<file path="src/rtl/core/quadratic_root_solver_assert.svh">
// ----------------------------------------------------------------------------
// Quadratic root solver assertion macros
// Shared concurrent assertion forms for the solver RTL.
// ----------------------------------------------------------------------------
`ifndef QUADRATIC_ROOT_SOLVER_ASSERT_SVH
`define QUADRATIC_ROOT_SOLVER_ASSERT_SVH

// same-cycle implication, disabled while in reset
`define QRS_ASSERT_IMPLY(label, clk, rst_n, ante, cons) \
  label: assert property (@(posedge clk) disable iff (!rst_n) (ante) |-> (cons)) \
    else $error("assertion failed");

// next-cycle implication, disabled while in reset
`define QRS_ASSERT_NEXT(label, clk, rst_n, ante, cons) \
  label: assert property (@(posedge clk) disable iff (!rst_n) (ante) |=> (cons)) \
    else $error("assertion failed");

`endif

</file>
<file path="src/rtl/core/qrs_pkg.sv">
// ----------------------------------------------------------------------------
// qrs_pkg
// Widths, root kind codes and per-stage item records for the root solver.
// ----------------------------------------------------------------------------
package qrs_pkg;

  localparam int WORD_BITS = 32;
  localparam int FRAC_BITS = 16;
  // discriminant magnitude: |b*b - 4*a*c|
  localparam int PROD_W    = 2 * WORD_BITS;
  localparam int D_W       = PROD_W + 2;
  // square root, one result bit per cell
  localparam int SQ_W      = D_W / 2;
  localparam int REM_W     = SQ_W + 2;
  // numerator magnitude |-b +/- s| and its scaled form
  localparam int NUM_W     = SQ_W + 1;
  localparam int NS_W      = NUM_W + FRAC_BITS;
  // divisor 2|a|
  localparam int DEN_W     = WORD_BITS + 1;

  typedef enum logic [1:0] {
    KIND_TWO_REAL = 2'd0,
    KIND_DOUBLE   = 2'd1,
    KIND_COMPLEX  = 2'd2,
    KIND_A_ZERO   = 2'd3
  } kind_t;

  // coefficient facts that travel with an item
  typedef struct packed {
    logic                 a_neg;
    logic [WORD_BITS-1:0] a_mag;
    logic                 b_neg;
    logic [WORD_BITS-1:0] b_mag;
    logic                 d_neg;
    logic                 d_zero;
    logic                 a_zero;
  } ctx_t;

  // square root cell record
  typedef struct packed {
    ctx_t             ctx;
    logic [D_W-1:0]   rad;
    logic [REM_W-1:0] rem;
    logic [SQ_W-1:0]  root;
  } sq_t;

  // divider cell record, two lanes share the divisor
  typedef struct packed {
    ctx_t             ctx;
    logic             neg1;
    logic             neg2;
    logic [NS_W-1:0]  num1;
    logic [NS_W-1:0]  num2;
    logic [DEN_W-1:0] rem1;
    logic [DEN_W-1:0] rem2;
    logic [NS_W-1:0]  q1;
    logic [NS_W-1:0]  q2;
  } dv_t;

endpackage

</file>
<file path="src/rtl/core/qrs_div_cell.sv">
// ----------------------------------------------------------------------------
// qrs_div_cell
// One quotient bit of two restoring long divisions by 2|a|,
// registered toward the next cell.
// ----------------------------------------------------------------------------
module qrs_div_cell (
  input  logic          clk,
  input  logic          rst_n,
  input  logic          en,
  input  logic          in_valid,
  input  qrs_pkg::dv_t  in_dv,
  output logic          out_valid,
  output qrs_pkg::dv_t  out_dv
);

  logic                      valid_r;
  qrs_pkg::dv_t              dv_r;
  qrs_pkg::dv_t              dv_nxt;
  logic [qrs_pkg::DEN_W:0]   den;
  logic [qrs_pkg::DEN_W:0]   sh1;
  logic [qrs_pkg::DEN_W:0]   sh2;
  logic [qrs_pkg::DEN_W:0]   df1;
  logic [qrs_pkg::DEN_W:0]   df2;

  // shift in next numerator bit, subtract when it fits
  always_comb begin
    den = {1'b0, in_dv.ctx.a_mag, 1'b0};
    sh1 = {in_dv.rem1, in_dv.num1[qrs_pkg::NS_W-1]};
    sh2 = {in_dv.rem2, in_dv.num2[qrs_pkg::NS_W-1]};
    df1 = sh1 - den;
    df2 = sh2 - den;
    dv_nxt = in_dv;
    dv_nxt.num1 = {in_dv.num1[qrs_pkg::NS_W-2:0], 1'b0};
    dv_nxt.num2 = {in_dv.num2[qrs_pkg::NS_W-2:0], 1'b0};
    if (sh1 >= den) begin
      dv_nxt.rem1 = df1[qrs_pkg::DEN_W-1:0];
      dv_nxt.q1   = {in_dv.q1[qrs_pkg::NS_W-2:0], 1'b1};
    end else begin
      dv_nxt.rem1 = sh1[qrs_pkg::DEN_W-1:0];
      dv_nxt.q1   = {in_dv.q1[qrs_pkg::NS_W-2:0], 1'b0};
    end
    if (sh2 >= den) begin
      dv_nxt.rem2 = df2[qrs_pkg::DEN_W-1:0];
      dv_nxt.q2   = {in_dv.q2[qrs_pkg::NS_W-2:0], 1'b1};
    end else begin
      dv_nxt.rem2 = sh2[qrs_pkg::DEN_W-1:0];
      dv_nxt.q2   = {in_dv.q2[qrs_pkg::NS_W-2:0], 1'b0};
    end
  end

  // control
  always_ff @(posedge clk) begin
    if (!rst_n) begin
      valid_r <= 1'b0;
    end else if (en) begin
      valid_r <= in_valid;
    end
  end

  // payload
  always_ff @(posedge clk) begin
    if (en) begin
      dv_r <= dv_nxt;
    end
  end

  assign out_valid = valid_r;
  assign out_dv    = dv_r;

endmodule

</file>
<file path="config.mk">
export PLATFORM = sky130hd
export DESIGN_NAME = qrs_div_cell
export DESIGN_NICKNAME = d
export VERILOG_FILES = /design/src/rtl/core/quadratic_root_solver_assert.svh /design/src/rtl/core/qrs_pkg.sv /design/src/rtl/core/qrs_div_cell.sv
export SDC_FILE = /design/constraint.sdc
export NUM_CORES = 1
export LEC_CHECK = 0
export ABC_AREA = 1
export BUFFER_PORTS_ARGS = -buffer_cell sky130_fd_sc_hd__buf_2
export CORE_AREA = 2 2 267 269
export CTS_BUF_LIST = sky130_fd_sc_hd__clkbuf_2 sky130_fd_sc_hd__clkbuf_4 sky130_fd_sc_hd__clkbuf_8
export CTS_CLUSTER_DIAMETER = 80
export DETAILED_ROUTE_END_ITERATION = 10
export DIE_AREA = 0 0 269 271
export GPL_ROUTABILITY_DRIVEN = 0
export PLACE_DENSITY = 0.48
export SYNTH_ARGS = -nofsm -noshare
export SYNTH_HDL_FRONTEND = slang
export SYNTH_SLANG_ARGS = --single-unit
</file>
<file path="constraint.sdc">
create_clock -name clk -period 3.23 [get_ports clk]
set_input_delay 0.1615 -clock clk [delete_from_list [all_inputs] [get_ports clk]]
set_output_delay 0.1615 -clock clk [all_outputs]
set_load 0.02 [all_outputs]
</file>
==> results by group <==
Run status
  – Status: finished, final reports clean

Synthesis
  – Synth Cell Area: 16,400 um^2
  – Unique cell type count in the Yosys netlist: 35
  – Gate count of the mapped netlist: 1,616
  – EDFF count, synth: 335
  – Mean post-synth cell area: 10.1 um^2
  – Yosys warns: 0
  – Synth Flop Type: edfxtp_1
  – Number of storage elements in the synthesis netlist: 336
  – Fraction of the yosys area taken by sequential cells: 61.6%
  – Synth async-reset ratio: 0%

Clock network
  – Max Root-Sink Buffers: 3
  – Worst-skew pair later-pin latency: 0.64 ns
  – Depth of the CTS H-tree: 3
  – Clock Sink Count: 336
  – Clock-pin slew reported for the worst setup and hold paths after clock tree synthesis: 0.06 ns
  – Number of buffers inserted during clock tree synthesis: 69
  – Clock tree from TritonCTS: built
  – Root cell of the clock tree: clkbuf_8
  – Post-CTS Repair Setup Buffers: 0

Final layout
  – Nets: 3,095
  – Layout-stage area growth over the synthesis result: 56.3%
  – Filler Cells Inserted: 7,213
  – Most common cell after layout, fill and taps aside: buf_2
  – Commonest non-fill, non-tap cells in the layout: 673 x buf_2, 541 x nand2_1, 336 x dlygate4sd3_1, 335 x edfxtp_1, 276 x inv_1
  – Share of post-route cells with drive strength above 1: 31.1%
  – Multi-input combinational cell area: 5070 um^2
  – Sequential standard cell area: 10,100 um^2
  – Final core area utilization: 36.7%

Setup path
  – Largest stage delay on the critical path: 0.64 ns
  – Gate family responsible for the most delay along the worst path: simple AND/OR/NAND/NOR gates
  – Worst path buffer plus inverter count: 6
  – Cell chain of the critical path: dlygate4sd3_1 -> buf_2 -> inv_1 -> ha_1 -> nand2_1 -> inv_1 -> nand2_1 -> nand2_1 -> inv_1 -> nand2_1 -> nand2_1 -> nand2_1 -> nor2_2 -> buf_4 -> nand3_1 -> nand2_1
  – Crit path max-delay cell type: nor2_2
  – Data arrival, critical path: 3.17 ns
  – Most frequent CP cell: nand2_1
  – Category of the critical setup timing path: input port to flop
  – Data required time of the worst path: 3.73 ns
  – Largest fanout on the critical path: 16
  – Element type at the critical path end: flop
  – Startpoint Class: input port

Timing
  – Number of slew-limit violations in the final report: 0
  – Final setup TNS: 0 ns
  – Least-Margin Pin Slew: 0.814 ns
  – Final worst-path cycle share: 82.9%
  – Min Tclk post-route: 2.68 ns
  – Final setup skew: 0 ns
  – Max-slew headroom: 45.7%
  – Final hold violations: 0
  – Final-report setup violation count: 0
  – Unrepaired setup endpoints after global routing: no
  – Maximum clock frequency: 0.373 GHz

Detailed routing
  – Via count normalized by instance count: 4.27
  – 1st-pass router iterations: 6
  – Routed length per placed instance: 22.7 um
  – Routed wire length: 83,800 um
  – Total via count after detailed routing: 15,800
  – Violation count after the first detailed-routing iteration: 960
  – Number of DRC violations after detailed routing: 0
  – Number of nets with antenna violations after routing: 0

Global routing
  – Largest net degree at the start of global routing: 80
  – Wire length of the first global-routing pass: 115,000 um
  – Overall Global Routing Usage: 22.3%
  – Number of global-route vias before repair: 16,400
  – Grt total ovfl: 0
  – Number of antenna violations at the first check in global routing: 27

Place
  – Buffers on Ports: 674
  – Detailed placement HPWL: 67,300 um

Pwr
  – Total power density per cell area: 501 nW/um^2
  – Leakage: 12.3 nW
  – Maximum vdd ir drop: 0.261 mV

Run
  – Max capacitance violation total: 0

Floorplan
  – Top Ports: 679
  – Height of the die: 271 um
  – Initial core utilization: 23.5%
  – Cell row count: 97
  – Floorplan die width: 269 um
  – Area of the core region: 69,800 um^2
  – Die Outline Area: 72,900 um^2

Min path
  – Class of the worst hold path: input port to flop
==> path summary, 6_finish.rpt <==
path / cells past startpoint / endpoint / from / slack [ns]
worst max-delay path: 16 / out_dv[121] / in_dv[328] / 0.55
worst min-delay path: 2 / out_dv[239] / in_dv[238] / 0.21
worst max register to register: 3 / out_valid / out_valid / 2.05
worst min register to register: 3 / out_valid / out_valid / 1.08
==> report_power, final <==
part | leakage, nW | switching [mW] | internal (mW)
registers | 3.29 | 0.129 | 5.28
clock network | 0.667 | 2.03 | 2.32
logic | 8.37 | 1.99 | 1.06
total | 12.3 | 4.14 | 8.67
==> repair_timing <==
| item | CTS | global route |
|---|---|---|
| resized for setup | 0 | 0 |
| hold buffers | 336 | 0 |
| hold endpoints to repair | 352 | 0 |
==> registers in the layout, summed over array words and instances, names as in the netlist <==
signal	count
out_dv	335
out_valid	1
==> final cells by class <==
type                    count  area share, %
flip-flops and latches    336           39.4
repair buffers           1022           26.9
well taps                 940           4.60
multi-input cells         976           19.8
inverters                 283           4.15
diodes                     20          0.196
clock buffers              83           4.12
clock inverters            32          0.890
==> logic make-up (layout without fill, tap and decap cells) <==
logic type               after synthesis  count (layout)  synth area share, %
adder cells (fa/ha/maj)               66              66                 5.14
AND/OR/NAND/NOR                      821             821                 22.4
AO/OA/AOI/OAI                         59              59                 1.88
XOR/XNOR                              28              28                 1.50
flip-flops                           336             336                 61.6
buffers and inverters                305            1420                 7.50
other                                  1              22               0.0229
==> per-stage QoR <==
stage / setup slack [ns] / cell area, um^2 / hold slack, ns / total power [mW] / std cells
3_3_place_gp: 0.477 / 20900 / 0.339 / 8.19 / 3221
4_1_cts: 0.644 / 25500 / 0.153 / 13.0 / 3672
3_5_place_dp: 0.474 / 20900 / 0.340 / 8.18 / 3221
2_1_floorplan: 1.46 / 16400 / 0.255 / 6.90 / 1617
6_report: 0.552 / 25600 / 0.207 / 12.8 / 3692
5_1_grt: 0.382 / 25600 / 0.196 / 13.4 / 3687
==> worst register-to-register path: stages, from the launching register on <==
cell and delay [ns]:
dfxtp_1 0.30, o21ai_0 0.16, a21oi_1 0.05, dlygate4sd3_1 0.56
==> routing by layer <==
layer	track usage, %	part of all wire, %	vias to the layer above
li1	-	-	7414
met1	24.8	39	7545
met2	38.9	49	602
met3	5.49	6.9	171
met4	12.2	5.5	18
met5	0	0.13	-
==> cell usage after synthesis (8+ instances only) <==
master      n  area share (%)
a21oi_1    44             1.3
and2_1     13            0.50
buf_2      14            0.43
edfxtp_1  335              61
ha_1       64             4.9
inv_1     276             6.3
nand2_1   541              12
nand2_2     8            0.31
nand3_1   104             3.2
nand3_2    28             1.7
nand3b_1   18            0.83
nor2_1     69             1.6
nor2_2     10            0.38
nor3_1     13            0.40
o21ai_0    10            0.31
xor2_1     24             1.3
Power figures use the tool's default switching activity.
