## config.mk

```make
export PLATFORM = sky130hd
export DESIGN_NAME = qrs_sqrt_cell
export DESIGN_NICKNAME = d
export VERILOG_FILES = /design/src/rtl/core/quadratic_root_solver_assert.svh /design/src/rtl/core/qrs_pkg.sv /design/src/rtl/core/qrs_sqrt_cell.sv
export SDC_FILE = /design/constraint.sdc
export NUM_CORES = 1
export LEC_CHECK = 0
export ABC_AREA = 1
export BUFFER_PORTS_ARGS = -buffer_cell sky130_fd_sc_hd__buf_2
export CORE_MARGIN = 10
export CORE_UTILIZATION = 43
export DETAILED_ROUTE_END_ITERATION = 8
export PLACE_DENSITY = 0.76
export SLEW_MARGIN = 20
export SYNTH_ARGS = -nofsm -noshare
export SYNTH_HDL_FRONTEND = slang
export SYNTH_SLANG_ARGS = --single-unit
export TNS_END_PERCENT = 30
```

## constraint.sdc

```tcl
create_clock -name clk -period 1.95 [get_ports clk]
set_input_delay 0.2925 -clock clk [delete_from_list [all_inputs] [get_ports clk]]
set_output_delay 0.2925 -clock clk [all_outputs]
set_load 0.005 [all_outputs]
```

## src/rtl/core/quadratic_root_solver_assert.svh

```systemverilog
// ----------------------------------------------------------------------------
// Quadratic root solver assertion macros
// Shared concurrent assertion forms for the solver RTL.
// ----------------------------------------------------------------------------
`ifndef QUADRATIC_ROOT_SOLVER_ASSERT_SVH
`define QUADRATIC_ROOT_SOLVER_ASSERT_SVH

// same-cycle implication, disabled while in reset
`define QRS_ASSERT_IMPLY(label, clk, rst_n, ante, cons) \
  label: assert property (@(posedge clk) disable iff (!rst_n) (ante) |-> (cons)) \
    else $error("assertion failed");

// next-cycle implication, disabled while in reset
`define QRS_ASSERT_NEXT(label, clk, rst_n, ante, cons) \
  label: assert property (@(posedge clk) disable iff (!rst_n) (ante) |=> (cons)) \
    else $error("assertion failed");

`endif

```

## src/rtl/core/qrs_pkg.sv

```systemverilog
// ----------------------------------------------------------------------------
// qrs_pkg
// Widths, root kind codes and per-stage item records for the root solver.
// ----------------------------------------------------------------------------
package qrs_pkg;

  localparam int WORD_BITS = 32;
  localparam int FRAC_BITS = 16;
  // discriminant magnitude: |b*b - 4*a*c|
  localparam int PROD_W    = 2 * WORD_BITS;
  localparam int D_W       = PROD_W + 2;
  // square root, one result bit per cell
  localparam int SQ_W      = D_W / 2;
  localparam int REM_W     = SQ_W + 2;
  // numerator magnitude |-b +/- s| and its scaled form
  localparam int NUM_W     = SQ_W + 1;
  localparam int NS_W      = NUM_W + FRAC_BITS;
  // divisor 2|a|
  localparam int DEN_W     = WORD_BITS + 1;

  typedef enum logic [1:0] {
    KIND_TWO_REAL = 2'd0,
    KIND_DOUBLE   = 2'd1,
    KIND_COMPLEX  = 2'd2,
    KIND_A_ZERO   = 2'd3
  } kind_t;

  // coefficient facts that travel with an item
  typedef struct packed {
    logic                 a_neg;
    logic [WORD_BITS-1:0] a_mag;
    logic                 b_neg;
    logic [WORD_BITS-1:0] b_mag;
    logic                 d_neg;
    logic                 d_zero;
    logic                 a_zero;
  } ctx_t;

  // square root cell record
  typedef struct packed {
    ctx_t             ctx;
    logic [D_W-1:0]   rad;
    logic [REM_W-1:0] rem;
    logic [SQ_W-1:0]  root;
  } sq_t;

  // divider cell record, two lanes share the divisor
  typedef struct packed {
    ctx_t             ctx;
    logic             neg1;
    logic             neg2;
    logic [NS_W-1:0]  num1;
    logic [NS_W-1:0]  num2;
    logic [DEN_W-1:0] rem1;
    logic [DEN_W-1:0] rem2;
    logic [NS_W-1:0]  q1;
    logic [NS_W-1:0]  q2;
  } dv_t;

endpackage

```

## src/rtl/core/qrs_sqrt_cell.sv

```systemverilog
// ----------------------------------------------------------------------------
// qrs_sqrt_cell
// One digit step of the restoring square root: two radicand bits in,
// one root bit out, registered toward the next cell.
// ----------------------------------------------------------------------------
module qrs_sqrt_cell (
  input  logic          clk,
  input  logic          rst_n,
  input  logic          en,
  input  logic          in_valid,
  input  qrs_pkg::sq_t  in_sq,
  output logic          out_valid,
  output qrs_pkg::sq_t  out_sq
);

  logic               valid_r;
  qrs_pkg::sq_t       sq_r;
  qrs_pkg::sq_t       sq_nxt;
  logic [qrs_pkg::REM_W-1:0] rem_sh;
  logic [qrs_pkg::REM_W-1:0] trial;

  // trial subtract of 4*root+1
  always_comb begin
    rem_sh = {in_sq.rem[qrs_pkg::REM_W-3:0], in_sq.rad[qrs_pkg::D_W-1 -: 2]};
    trial  = {in_sq.root, 2'b01};
    sq_nxt = in_sq;
    sq_nxt.rad = {in_sq.rad[qrs_pkg::D_W-3:0], 2'b00};
    if (rem_sh >= trial) begin
      sq_nxt.rem  = rem_sh - trial;
      sq_nxt.root = {in_sq.root[qrs_pkg::SQ_W-2:0], 1'b1};
    end else begin
      sq_nxt.rem  = rem_sh;
      sq_nxt.root = {in_sq.root[qrs_pkg::SQ_W-2:0], 1'b0};
    end
  end

  // control
  always_ff @(posedge clk) begin
    if (!rst_n) begin
      valid_r <= 1'b0;
    end else if (en) begin
      valid_r <= in_valid;
    end
  end

  // payload
  always_ff @(posedge clk) begin
    if (en) begin
      sq_r <= sq_nxt;
    end
  end

  assign out_valid = valid_r;
  assign out_sq    = sq_r;

endmodule

```

==> results.json, run 1 <==
{
  "setup_violations": 0,
  "syn_avg_cell_area_um2": 10.7,
  "die_height_um": 168,
  "cts_root_buf": "sky130_fd_sc_hd__clkbuf_16",
  "outcome": "complete, no violations",
  "setup_repair_after_global_routing_missed_its_margin": "no",
  "initial_core_util_pct": 43.4,
  "postCtsResizedCells": 0,
  "postCtsHoldBufs": 164,
  "post_cts_buffers": 0,
  "ctsLongestPathBuffers": 3,
  "clk-insertion-delay-late_ps": 500,
  "numCtsBuffers": 22,
  "ys_warn_count": 0,
  "postRouteAntennaNets": 0,
  "netlist_area_um2": 9420,
  "area_growth_syn_to_layout_pct": 59.1,
  "grt_start_max_net_pins": 62,
  "layout.core_utilization_pct": 69.0,
  "totalNegativeSetupSlack_ps": 0,
  "worstPathMaxFanout": 34,
  "grt_antenna_before_repair": 6,
  "post_route_cells_drive_above_1_share_pct": 38.6,
  "placement.io_buffers": 406,
  "design.die.area_um2": 28200,
  "clock_tree.htree_level_count": 1,
  "synth_ff_type": "sky130_fd_sc_hd__edfxtp_1",
  "synth_enable_flop_cells": 201,
  "ir_worst_vdd_mv": 0.652,
  "die_width_um": 168,
  "num_rows": 54,
  "path_class": "in -> reg",
  "first_pass_grt_wire_length_um": 56800,
  "fin_crit_sh_pct": 92.3,
  "timing.final.hold_violations": 0,
  "routed_wirelength_um": 38200,
  "routed_wire_length_per_instance_um": 20.6,
  "grt_pass1_vias": 9233,
  "tritoncts_clock_tree": "done",
  "drt_iter0_drc": 664,
  "routabilityCongestion": 0.939,
  "routed_via_density": 4.75,
  "crit_path_end_kind": "flop",
  "globalRouteOverflowTotal": 0,
  "setup.worst_path.start_class": "input port",
  "nets": 1802,
  "yosysSeqAreaShare_pct": 64.3,
  "globalRouteTotalUtil_pct": 26.1,
  "power.density_nw_per_um2": 804,
  "detailedPlacementHpwl_um": 27700,
  "worst_ep_required_time_ps": 2320,
  "worstPathArrival_ps": 2170,
  "core_area_um2": 21700,
  "remaining_drc_errors": 0,
  "dr.pass1.iters": 6,
  "cts.sinks": 202,
  "hold_class": "in -> reg",
  "finalMaxSlewViolations": 0,
  "timing.final.crit_period_ps": 1800,
  "synth.distinct_cells": 32,
  "async_flop_share_pct": 0,
  "number_of_vias_after_detailed_routing": 8837,
  "ys_seq_elements": 202,
  "p_leak_nw": 7.30,
  "syn_inst": 880,
  "io_pins": 411,
  "cap_viol_max_count": 0,
  "layout_skew_ps": 0,
  "clkSlewWorstSetupHoldPaths_ps": 60,
  "maxClockFrequency_mhz": 556
}
routing by layer:
metal / wire length, um / vias to the layer above / track usage, % / share of wire, %
met5: 53 / - / 0 / 0.14
met1: 14200 / 4126 / 29.1 / 37
met2: 19600 / 384 / 46.7 / 51
met3: 2440 / 94 / 5.70 / 6.4
met4: 1990 / 8 / 11.6 / 5.2
li1: - / 4225 / - / -
synth_stat cells (5+ instances only):
| cell | number | area (um^2) |
|---|---|---|
| sky130_fd_sc_hd__edfxtp_1 | 201 | 6040 |
| sky130_fd_sc_hd__xor2_1 | 17 | 149 |
| sky130_fd_sc_hd__a21oi_1 | 25 | 125 |
| sky130_fd_sc_hd__o21ai_0 | 14 | 70.1 |
| sky130_fd_sc_hd__nand3_2 | 12 | 120 |
| sky130_fd_sc_hd__nand2_1 | 278 | 1040 |
| sky130_fd_sc_hd__nor3_1 | 5 | 25.0 |
| sky130_fd_sc_hd__ha_1 | 35 | 438 |
| sky130_fd_sc_hd__inv_1 | 145 | 544 |
| sky130_fd_sc_hd__nor2_2 | 7 | 43.8 |
| sky130_fd_sc_hd__nand2_2 | 29 | 181 |
| sky130_fd_sc_hd__nand3_1 | 28 | 140 |
| sky130_fd_sc_hd__nor2_1 | 49 | 184 |
state kept, by name, indices dropped and copies added, names as in the netlist:
name       cells
out_sq       201
out_valid      1
cells in the final DEF (no fill, tap or decap), types with 25 or more instances in the layout:
cell / synthesis / final
sky130_fd_sc_hd__buf_2: 2 / 405
sky130_fd_sc_hd__nand3_1: 28 / 28
sky130_fd_sc_hd__ha_1: 35 / 25
sky130_fd_sc_hd__nor2_1: 49 / 49
sky130_fd_sc_hd__edfxtp_1: 201 / 201
sky130_fd_sc_hd__nand2_1: 278 / 273
sky130_fd_sc_hd__buf_4: 3 / 89
sky130_fd_sc_hd__nand2_2: 29 / 34
sky130_fd_sc_hd__inv_1: 145 / 145
sky130_fd_sc_hd__dlygate4sd3_1: 0 / 164
per-stage QoR:
stage | area, um^2 | std cells | power (W) | worst slack, ps | hold slack, ps
2_1_floorplan | 9560 | 881 | 0.00641 | 0.425 | 386
3_3_place_gp | 12600 | 1652 | 0.00760 | -273 | 469
3_5_place_dp | 12600 | 1652 | 0.00767 | -400 | 471
4_1_cts | 15000 | 1856 | 0.0120 | 118 | 2.24
5_1_grt | 15000 | 1858 | 0.0125 | 4.71 | 2.33
6_report | 15000 | 1859 | 0.0120 | 151 | 21.2
final cells by class:
class                   instances  area (um^2)
flip-flops and latches        202         6060
fillers                      1555         6710
repair buffers                664         4450
clock inverters                14          129
multi-input cells             521         2830
diodes                          3         7.51
well taps                     280          350
inverters                     149          562
clock buffers                  26          587
power by group:
part | leakage (nW) | internal [W] | total [W] | switching (W)
sequential | 1.97 | 0.00524 | 0.00535 | 0.000111
clock | 0.348 | 0.00242 | 0.00412 | 0.00169
combinational | 4.98 | 0.00120 | 0.00257 | 0.00137
critical path, cell delays in order:
cell                      delay (ps)
sky130_fd_sc_hd__buf_2            80
sky130_fd_sc_hd__inv_1            40
sky130_fd_sc_hd__ha_1            340
sky130_fd_sc_hd__nand2_2         120
sky130_fd_sc_hd__nor2_1           60
sky130_fd_sc_hd__nor2_1          190
sky130_fd_sc_hd__nand2_1         100
sky130_fd_sc_hd__a21oi_2         140
sky130_fd_sc_hd__nand2_2          80
sky130_fd_sc_hd__nand2_2          70
sky130_fd_sc_hd__nand2_4          80
sky130_fd_sc_hd__inv_4           320
sky130_fd_sc_hd__nand2_1         130
sky130_fd_sc_hd__nand2_1         100
worst paths after layout:
check | startpoint | end | slack, ps | cells after the start
max | in_sq[24] | out_sq[54] | 150 | 14
min | in_sq[10] | out_sq[11] | 20 | 1
max reg2reg | out_valid | out_valid | 1310 | 2
min reg2reg | out_valid | out_valid | 550 | 2
cell families after synthesis:
| family | synth area share, % |
|---|---|
| and+or+nand+nor | 19.4 |
| buffers and inverters | 7.16 |
| adders and majority gates | 4.65 |
| AOI/OAI and AO/OA | 2.71 |
| DFF | 64.3 |
| xor gates and xnor gates | 1.67 |
| other | 0.0398 |
(Power assumes the default switching activity.)
==> run 2, diff against run 1 <==
==> constraint.sdc (replaced) <==
create_clock -name clk -period 1.95 [get_ports clk]
set_input_delay 0.39 -clock clk [delete_from_list [all_inputs] [get_ports clk]]
set_output_delay 0.39 -clock clk [all_outputs]
set_load 0.005 [all_outputs]
==> run 2 against run 1 <==
Compared with the run above:
- die area unchanged
- register-to-register slack worse by 30 ps
- critical path depth up 3
- clock skew unchanged
- wire length down 12%
- first-iteration DRC count down 13%
- non-clock buffer count down 154
- flip-flop and latch count unchanged
- worst hold slack better by 41 ps
- critical endpoint is now out_sq[66]
- clock-buffer cell count down 2
- critical path type unchanged
==> results.json, run 2 (synthesis gave the netlist of run 1 again) <==
{
  "setup.worst_path.start_class": "input port",
  "reg2reg_setup_slack_ps": 1280,
  "layout.cells.most_common": "sky130_fd_sc_hd__buf_2",
  "preCtsSetupSlack_ps": -359,
  "routed_via_density": 4.76,
  "timing.critical_path.from": "in_sq[1]",
  "globalRouteOverflowTotal": 0,
  "worstPathArrival_ps": 2030,
  "hold-worst-slack_ps": 61.9,
  "outcome": "complete, no violations",
  "p_leak_nw": 6.72,
  "cap_viol_max_count": 0,
  "clkSlewWorstSetupHoldPaths_ps": 60,
  "critical_path.reg2reg.startpoint": "out_valid",
  "finalMaxSlewViolations": 0,
  "reg2reg_to": "out_valid",
  "post_route_cells_drive_above_1_share_pct": 45.9,
  "numCtsBuffers": 23,
  "worstPathMaxFanout": 4,
  "area_growth_syn_to_layout_pct": 46.4,
  "path_class": "in -> reg",
  "routabilityCongestion": 0.980,
  "cts.sinks": 202,
  "number_of_vias_after_detailed_routing": 8143,
  "fill_cells": 1782,
  "grt_antenna_before_repair": 12,
  "tritoncts_clock_tree": "done",
  "clock_tree.htree_level_count": 1,
  "finalInstanceArea_um2": 13800,
  "core_area_um2": 21700,
  "remaining_drc_errors": 0,
  "fin_crit_sh_pct": 91.3,
  "placedCellCount": 1662,
  "setup_violations": 0,
  "ir_worst_vdd_mv": 0.736,
  "maxClockFrequency_mhz": 562,
  "layout_setup_ws_ps": 169,
  "post_layout_nonfiller_instances": 1711,
  "mostFrequentLayoutCells": "405 x sky130_fd_sc_hd__buf_2, 267 x sky130_fd_sc_hd__nand2_1, 201 x sky130_fd_sc_hd__edfxtp_1, 136 x sky130_fd_sc_hd__inv_1, 95 x sky130_fd_sc_hd__buf_4",
  "io_pins": 411,
  "grt_pass1_vias": 8383,
  "ctsLongestPathBuffers": 3,
  "timing.reg2reg.worst_path_depth": 2,
  "placement.io_buffers": 406,
  "detailedPlacementHpwl_um": 28100,
  "num_rows": 54,
  "clk-insertion-delay-late_ps": 500,
  "grt_start_max_net_pins": 52,
  "timing.final.crit_period_ps": 1780,
  "die_width_um": 168,
  "largest_register_ffs": 201,
  "hold_class": "in -> reg",
  "drt_iter0_drc": 578,
  "postRouteAntennaNets": 0,
  "crit_path_to": "out_sq[66]",
  "layout_skew_ps": 0,
  "cts_root_buf": "sky130_fd_sc_hd__clkbuf_16",
  "dr.pass1.iters": 5,
  "postCtsHoldBufs": 0,
  "globalRouteTotalUtil_pct": 22.7,
  "die_height_um": 168,
  "layout.core_utilization_pct": 63.6,
  "design.die.area_um2": 28200,
  "dpl_cell_area_um2": 13000,
  "timing.final.hold_violations": 0,
  "setup_repair_after_global_routing_missed_its_margin": "no",
  "power.density_nw_per_um2": 876,
  "crit_path_end_kind": "flop",
  "nets": 1649,
  "routed_wire_length_per_instance_um": 19.8,
  "routed_wirelength_um": 33800,
  "worst_ep_required_time_ps": 2200,
  "first_pass_grt_wire_length_um": 49400,
  "initial_core_util_pct": 43.4
}
==> run 2: cell count changes in the layout (fill, tap and decap cells not counted), sizes merged <==
| cell | previous run | this run |
|---|---|---|
| buf | 499 | 509 |
| bufinv | 2 | 4 |
| clkbuf | 27 | 25 |
| clkinv | 10 | 11 |
| clkinvlp | 2 | 0 |
| diode | 3 | 9 |
| dlygate4sd3 | 164 | 0 |
| inv | 149 | 150 |
==> run 2: layout make-up <==
cell class / count / area (um^2) / area share [%]
clock buffer: 24 / 579 / 4.20
sequential: 202 / 6060 / 43.9
clock inverter: 16 / 185 / 1.34
timing repair buffer: 510 / 2930 / 21.3
tap: 280 / 350 / 2.54
inverter: 149 / 562 / 4.08
multi-input combinational: 521 / 3090 / 22.4
antenna: 9 / 22.5 / 0.163
==> run 2: repair_timing <==
| action | in CTS | in global routing |
|---|---|---|
| gates resized for setup | 0 | 2 |
| setup endpoints to repair | 0 | 1 |
| setup buffers | 0 | 0 |
==> run 2: routing by layer <==
| metal | share of wire [%] | global-route usage, % | wire length [um] |
|---|---|---|---|
| met5 | 0.14 | 0 | 46 |
| met1 | 37 | 24.6 | 12500 |
| met4 | 4.0 | 8.14 | 1350 |
| met2 | 51 | 40.8 | 17100 |
| met3 | 8.4 | 6.89 | 2830 |
==> run 2: stage by stage <==
step	total power, W	setup TNS (ps)
floorplan	0.00648	0
global placement	0.00775	-8740
detailed placement	0.00782	-10090
CTS	0.0122	0
global route	0.0126	0
finish	0.0121	0
==> run 2: worst min path at each step <==
stage | depth (start not counted) | endpoint | from
2_1_floorplan | 1 | out_valid | en
3_5_place_dp | 2 | out_valid | out_valid
5_1_grt | 1 | out_sq[102] | in_sq[100]
4_1_cts | 1 | out_sq[188] | in_sq[188]
3_3_place_gp | 2 | out_valid | out_valid
6_report | 1 | out_sq[188] | in_sq[188]
==> run 2: report_power, final <==
group	leakage, nW	internal, W	switching, W	total [W]
logic	4.36	0.00108	0.00130	0.00238
registers	1.97	0.00524	0.0000955	0.00533
clock network	0.377	0.00268	0.00168	0.00436
total	6.72	0.00900	0.00307	0.0121
==> run 2: critical path, cell delays in order <==
cell and delay, ps:
sky130_fd_sc_hd__buf_2 90, sky130_fd_sc_hd__inv_1 40, sky130_fd_sc_hd__ha_1 340, sky130_fd_sc_hd__nand2_1 90
sky130_fd_sc_hd__buf_4 140, sky130_fd_sc_hd__inv_1 60, sky130_fd_sc_hd__nand2_1 50, sky130_fd_sc_hd__nand2_1 50
sky130_fd_sc_hd__nand2_1 50, sky130_fd_sc_hd__nand3_1 160, sky130_fd_sc_hd__nand2_1 70, sky130_fd_sc_hd__nand2_1 130
sky130_fd_sc_hd__nand2_1 120, sky130_fd_sc_hd__nand2_1 80, sky130_fd_sc_hd__nand2_1 50, sky130_fd_sc_hd__nand3_1 60
sky130_fd_sc_hd__nand2_1 50
